`src/hw/rtl/mfd_pkg.sv`:
```
// Shared types and constants for the frame deframer.
package mfd_pkg;

    localparam int unsigned HDR_BYTES  = 8;
    localparam int unsigned HDR_W      = 8 * HDR_BYTES;
    localparam int unsigned HDR_CNT_W  = 4;
    localparam int unsigned LEN_W      = 32;
    localparam int unsigned MAX_W      = 21;

    localparam logic [HDR_CNT_W-1:0] HDR_FULL      = HDR_CNT_W'(HDR_BYTES);
    localparam logic [MAX_W-1:0]     MAX_PAYLOAD_RST = 21'd65536;

    typedef logic [1:0] kind_t;
    localparam kind_t KIND_HEADER = 2'd0;
    localparam kind_t KIND_DATA   = 2'd1;
    localparam kind_t KIND_ERROR  = 2'd2;

    typedef struct packed {
        logic             valid;
        kind_t            kind;
        logic [HDR_W-1:0] hdr;
        logic [7:0]       data;
        logic             last;
    } result_t;

endpackage

```
`src/hw/rtl/mfd_parser.sv`:
```
// Header collection, length check, payload count and error discard.
module mfd_parser (
    input  logic                       aclk,
    input  logic                       aresetn,
    input  logic                       in_accept,
    input  logic [7:0]                 in_byte,
    input  logic                       in_chunk_end,
    input  logic [mfd_pkg::MAX_W-1:0]  max_payload,
    output mfd_pkg::result_t           res
);

    logic [mfd_pkg::HDR_W-1:0]     hdr_reg, hdr_next;
    logic [mfd_pkg::HDR_CNT_W-1:0] cnt_reg, cnt_next;
    logic [mfd_pkg::LEN_W-1:0]     left_reg, left_next;
    logic                          discard_reg, discard_next;

    logic [mfd_pkg::HDR_W-1:0]     hdr_fill;
    logic [mfd_pkg::LEN_W-1:0]     left_dec;
    logic [mfd_pkg::LEN_W-1:0]     len;
    logic [mfd_pkg::HDR_CNT_W-1:0] cnt_inc;

    always_comb begin
        hdr_fill = hdr_reg;
        hdr_fill[cnt_reg[2:0]*8 +: 8] = in_byte;
        left_dec = left_reg - 1'b1;
        len      = hdr_fill[mfd_pkg::HDR_W-1 -: mfd_pkg::LEN_W];
        cnt_inc  = cnt_reg + 1'b1;

        hdr_next     = hdr_reg;
        cnt_next     = cnt_reg;
        left_next    = left_reg;
        discard_next = discard_reg;

        res.valid = 1'b0;
        res.kind  = mfd_pkg::KIND_DATA;
        res.hdr   = hdr_reg;
        res.data  = 8'd0;
        res.last  = 1'b0;

        if (discard_reg) begin
            if (in_chunk_end) begin
                discard_next = 1'b0;
            end
        end else if (cnt_reg == mfd_pkg::HDR_FULL) begin
            res.valid = 1'b1;
            res.data  = in_byte;
            res.last  = (left_dec == '0);
            left_next = left_dec;
            if (left_dec == '0) begin
                hdr_next = '0;
                cnt_next = '0;
            end
        end else if (cnt_inc != mfd_pkg::HDR_FULL) begin
            hdr_next = hdr_fill;
            cnt_next = cnt_inc;
        end else begin
            // header complete on this byte
            res.hdr = hdr_fill;
            if (len > mfd_pkg::LEN_W'(max_payload)) begin
                res.valid    = 1'b1;
                res.kind     = mfd_pkg::KIND_ERROR;
                res.last     = 1'b1;
                hdr_next     = '0;
                cnt_next     = '0;
                left_next    = '0;
                discard_next = !in_chunk_end;
            end else if (len == '0) begin
                res.valid = 1'b1;
                res.kind  = mfd_pkg::KIND_HEADER;
                res.last  = 1'b1;
                hdr_next  = '0;
                cnt_next  = '0;
                left_next = '0;
            end else begin
                hdr_next  = hdr_fill;
                cnt_next  = cnt_inc;
                left_next = len;
            end
        end
    end

    always_ff @(posedge aclk) begin
        if (!aresetn) begin
            hdr_reg     <= '0;
            cnt_reg     <= '0;
            left_reg    <= '0;
            discard_reg <= 1'b0;
        end else if (in_accept) begin
            hdr_reg     <= hdr_next;
            cnt_reg     <= cnt_next;
            left_reg    <= left_next;
            discard_reg <= discard_next;
        end
    end

endmodule

```
`src/hw/rtl/mux_frame_deframer.sv`:
```
// Top level of the length-prefixed frame deframer.
//
// Usage:
//   s_axis carries one stream byte per transaction in tdata; tlast marks the
//   final byte of a delivered chunk. Each frame starts with an 8-byte
//   little-endian header (type, flags, 16-bit channel, 32-bit length).
//   m_axis gives at most one result per input byte: a payload byte with the
//   header fields (tuser data), a single result for a zero-length frame
//   (tuser header), or an oversize error (tuser error); unless its header byte
//   ends a chunk, bytes after it are dropped up to and including the next chunk
//   end. tlast marks the final result of a frame and every error.
//   cfg_we/cfg_wdata write max_payload; write it only while the block is idle.
// Timing:
//   One byte accepted per cycle while m_axis takes results. A result is visible
//   on m_axis in the cycle after the byte that causes it; the path is a single
//   pass through the parser into the output register.
// Reset and stall:
//   Reset clears the header, counters and discard state, empties the output
//   register and sets max_payload to 65536. While a held result is not taken,
//   s_axis_tready stays low; it is high whenever the output register is empty
//   or being emptied in the same cycle.
module mux_frame_deframer (
    input  logic                      aclk,
    input  logic                      aresetn,
    input  logic                      s_axis_tvalid,
    output logic                      s_axis_tready,
    input  logic [7:0]                s_axis_tdata,   // byte_in
    input  logic                      s_axis_tlast,   // chunk_end
    output logic                      m_axis_tvalid,
    input  logic                      m_axis_tready,
    // frame_type[7:0], frame_flags[15:8], channel[31:16],
    // length_field[63:32], data_byte[71:64]
    output logic [71:0]               m_axis_tdata,
    output logic [1:0]                m_axis_tuser,   // kind
    output logic                      m_axis_tlast,   // last
    input  logic                      cfg_we,
    input  logic [mfd_pkg::MAX_W-1:0] cfg_wdata       // max_payload
);

    logic [mfd_pkg::MAX_W-1:0] max_payload_reg;
    logic                      out_valid_reg;
    mfd_pkg::result_t          res;
    mfd_pkg::result_t          out_reg;
    logic                      accept;

    assign s_axis_tready = !out_valid_reg || m_axis_tready;
    assign accept        = s_axis_tvalid && s_axis_tready;

    mfd_parser u_parser (
        .aclk         (aclk),
        .aresetn      (aresetn),
        .in_accept    (accept),
        .in_byte      (s_axis_tdata),
        .in_chunk_end (s_axis_tlast),
        .max_payload  (max_payload_reg),
        .res          (res)
    );

    always_ff @(posedge aclk) begin
        if (!aresetn) begin
            max_payload_reg <= mfd_pkg::MAX_PAYLOAD_RST;
        end else if (cfg_we) begin
            max_payload_reg <= cfg_wdata;
        end
    end

    always_ff @(posedge aclk) begin
        if (!aresetn) begin
            out_valid_reg <= 1'b0;
        end else if (accept) begin
            out_valid_reg <= res.valid;
        end else if (m_axis_tready) begin
            out_valid_reg <= 1'b0;
        end
    end

    always_ff @(posedge aclk) begin
        if (accept && res.valid) begin
            out_reg <= res;
        end
    end

    assign m_axis_tvalid = out_valid_reg;
    assign m_axis_tdata  = {out_reg.data, out_reg.hdr};
    assign m_axis_tuser  = out_reg.kind;
    assign m_axis_tlast  = out_reg.last;

`ifndef SYNTHESIS
    a_error_last: assert property (@(posedge aclk) disable iff (!aresetn)
        (m_axis_tvalid && m_axis_tuser == mfd_pkg::KIND_ERROR) |-> m_axis_tlast)
        else $error("error result without tlast");

    a_kind_legal: assert property (@(posedge aclk) disable iff (!aresetn)
        m_axis_tvalid |-> (m_axis_tuser == mfd_pkg::KIND_HEADER
                        || m_axis_tuser == mfd_pkg::KIND_DATA
                        || m_axis_tuser == mfd_pkg::KIND_ERROR))
        else $error("illegal result kind");

    a_data_zero: assert property (@(posedge aclk) disable iff (!aresetn)
        (m_axis_tvalid && m_axis_tuser != mfd_pkg::KIND_DATA)
            |-> (m_axis_tdata[71:64] == 8'd0 && m_axis_tlast))
        else $error("non-data result carries a byte or lacks tlast");

    a_no_result_on_idle: assert property (@(posedge aclk) disable iff (!aresetn)
        (!m_axis_tvalid && !(s_axis_tvalid && s_axis_tready)) |=> !m_axis_tvalid)
        else $error("result appeared without an input transaction");
`endif

endmodule

```
`config.mk`:
```
export PLATFORM = sky130hd
export DESIGN_NAME = mux_frame_deframer
export DESIGN_NICKNAME = d
export VERILOG_FILES = /design/src/hw/rtl/mfd_pkg.sv /design/src/hw/rtl/mfd_parser.sv /design/src/hw/rtl/mux_frame_deframer.sv
export SDC_FILE = /design/constraint.sdc
export NUM_CORES = 1
export LEC_CHECK = 0
export BUFFER_PORTS_ARGS = -buffer_cell sky130_fd_sc_hd__buf_2
export CAP_MARGIN = 0
export CORE_UTILIZATION = 45
export CTS_CLUSTER_DIAMETER = 200
export CTS_CLUSTER_SIZE = 10
export DETAILED_ROUTE_END_ITERATION = 12
export PLACE_DENSITY = 0.63
export SLEW_MARGIN = 20
export SYNTH_ARGS = -nofsm -noshare
export SYNTH_HDL_FRONTEND = slang
export SYNTH_SLANG_ARGS = --single-unit
```
`constraint.sdc`:
```
create_clock -name aclk -period 16.3 [get_ports aclk]
set_clock_uncertainty 0.05 [all_clocks]
set_input_delay 4.89 -clock aclk [delete_from_list [all_inputs] [get_ports aclk]]
set_output_delay 4.89 -clock aclk [all_outputs]
set_load 0.005 [all_outputs]
```
==> results.py <==
metrics = {
    "place": {
        "place_hpwl_mm": 17.6,
        "placement.io_buffers": 111,
        "dp_cells": 1354,
        "gp_congestion": 0.871,
    },
    "layout": {
        "drive_above_1_share": 0.205,
        "finalCoreUtilization": 0.519,
        "largest_register_ffs": 72,
        "areaGrowthSynthToFinish_pct": 12.8,
        "finalNetCount": 1154,
        "ant_cells": 0,
        "final_cells": 1386,
    },
    "detailed_routing": {
        "routed_via_density": 5.77,
        "detail-route-antenna-nets": 0,
        "num_vias": 7996,
        "drcViolationCount": 0,
        "routedWlPerCell_um": 19.1,
        "wl_mm": 26.5,
        "drt_pass1_iterations": 6,
        "drt-initial-drc-count": 784,
    },
    "sta": {
        "grt_setup_unrepaired": "false",
        "maxSlewHeadroom": 0.420,
        "pin_slew_with_the_least_headroom_to_its_limit_ns": 0.868,
        "setup-tns-final_ns": 0,
        "hold_viol": 0,
        "setup-violations-final": 0,
        "layout_worst_path_cycle_share": 0.630,
        "max_clock_freq_ghz": 0.0974,
        "timing_max_transition_violations_final": 0,
        "post_route_hold_slack_ns": 0.383,
        "finalCriticalPeriod_ns": 10.27,
    },
    "power": {
        "vdd_drop_max_mv": 0.0607,
        "power_w": 0.00101,
        "p_leak_nw": 4.56,
        "power_density_nw_per_um2": 89.3,
    },
    "floorplanning": {
        "std_cell_rows": 54,
        "core_area_um2": 21800,
        "die_x_um": 151,
        "i_o_pin_cnt": 112,
        "initial_core_util": 0.460,
        "die-area_um2": 22900,
        "die_height_um": 151,
    },
    "worst_setup_path": {
        "worst-endpoint-required_ns": 11.36,
        "regToRegSetupSlack_ns": 9.69,
        "timing.setup.critical_path_class": "in -> out",
        "arrival_ns": 5.33,
        "critPathMaxFanout": 5,
        "cp-start-kind": "input port",
        "worst_setup_ep_type": "primary output",
    },
    "synthesis": {
        "syn-num-nets": 1094,
        "yosysSeqAreaShare": 0.469,
        "synthesis.area_um2": 10000,
        "synth_cell_types": 71,
        "yosys-top-cells-count": "123 x dfxtp_1, 86 x nand2_1, 75 x edfxtp_1",
        "yosys.cell_count.top_type": "dfxtp_1",
        "synth-warning-count": 0,
        "dominantRegCellSynth": "dfxtp_1",
        "postSynthRegisterBits": 198,
        "synthTopCellsByArea": "dfxtp_1 25%, edfxtp_1 22%, mux2_2 4.4%",
        "synth_largest_type_area_fraction": 0.245,
        "yosysTopAreaCell": "dfxtp_1",
        "synth.avg_cell_area_um2": 9.72,
        "number_of_synthesized_flops_with_an_enable_pin": 75,
        "netlist_instances": 1033,
        "synthArstFlopShare": 0,
    },
    "grt": {
        "grt_max_degree": 81,
        "antenna_found_initial": 0,
        "groute.usage.overall": 0.236,
        "first_global_vias": 7191,
        "grt-ovfl-total": 0,
        "grt_first_pass_wirelength_mm": 40.9,
    },
    "clock_tree": {
        "root_buffer": "clkbuf_16",
        "path_clk_slew_ns": 0.07,
        "post_cts_resize_count": 0,
        "cts_inserted_buffers": 17,
        "cts-root-to-sink-buffers": 2,
        "cts_max_level": 4,
        "clock-sinks": 198,
        "postCtsHoldBufs": 0,
        "clock_latency_ns": 0.44,
        "tritoncts": "built",
        "post-cts-setup-buffers": 0,
    },
    "status": {
        "status": "completed",
    },
    "min_path": {
        "holdCritPathClass": "reg -> reg",
    },
    "run": {
        "max_cap_violations": 0,
    },
}
==> critical path: stages <==
cell	delay [ns]
buf_2	0.09
nand2b_1	0.19
buf_2	0.15
==> metrics by stage <==
| stage | area [um2] | setup WS, ns |
|---|---|---|
| after CTS | 11300 | 6.03 |
| after detailed placement | 10700 | 6.03 |
| final | 11300 | 6.03 |
| after global placement | 10700 | 6.05 |
| after global routing | 11300 | 5.98 |
| after floorplan | 10000 | 5.49 |
==> where the power goes <==
part           internal [W]  switching, W  leakage (nW)
Combinational     0.0000230     0.0000431          2.56
Clock              0.000208      0.000218         0.293
Sequential         0.000515    0.00000453          1.71
==> cell families (layout without fill, tap and decap cells) <==
family,Yosys count,after routing,synth area share
adders and majority gates,26,26,0.0324
muxes,76,76,0.0806
AOI/OAI and AO/OA,243,243,0.170
buffers and inverters,123,196,0.0493
and+or+nand+nor,358,358,0.191
xor gates and xnor gates,9,9,0.00785
DFF,198,198,0.469
==> placed cells by master, fill, tap and decap left out, types with 9 or more instances in the layout <==
master / count
nand4_1: 13
dfxtp_1: 123
nor2b_1: 27
mux2i_1: 37
a21oi_1: 55
or3_1: 9
ha_1: 26
o21ai_0: 59
buf_4: 13
mux2_2: 39
nor3b_1: 9
inv_1: 41
edfxtp_1: 75
nand3_1: 38
buf_2: 110
clkbuf_16: 17
a21boi_1: 20
and2_1: 22
a21boi_0: 12
nor2_1: 68
nor4_1: 17
a32o_1: 35
nor3_1: 23
nand2_1: 86
==> layer usage <==
metal  vias to the layer above  global-route usage  wire length, um
li1                       3874                   -                -
met5                         -                   0                0
met1                      3820               0.352            12900
met3                        36              0.0319             1460
met2                       266               0.348            11600
met4                         0              0.0800              568
==> layout make-up <==
class	count	area (um2)
clock buffer	17	425
timing repair buffer	123	648
multi-input combinational	712	4860
fill	2015	10500
inverter	41	154
clock inverter	15	178
tap	280	350
sequential	198	4710
==> worst paths after layout <==
kind | start | endpoint | depth (start not counted)
max | m_axis_tready | s_axis_tready | 3
min | u_parser.hdr_reg[4] | m_axis_tdata[4] | 0
max reg2reg | u_parser.cnt_reg[0] | m_axis_tdata[70] | 16
min reg2reg | u_parser.hdr_reg[4] | m_axis_tdata[4] | 0
Power figures use the tool's default switching activity.
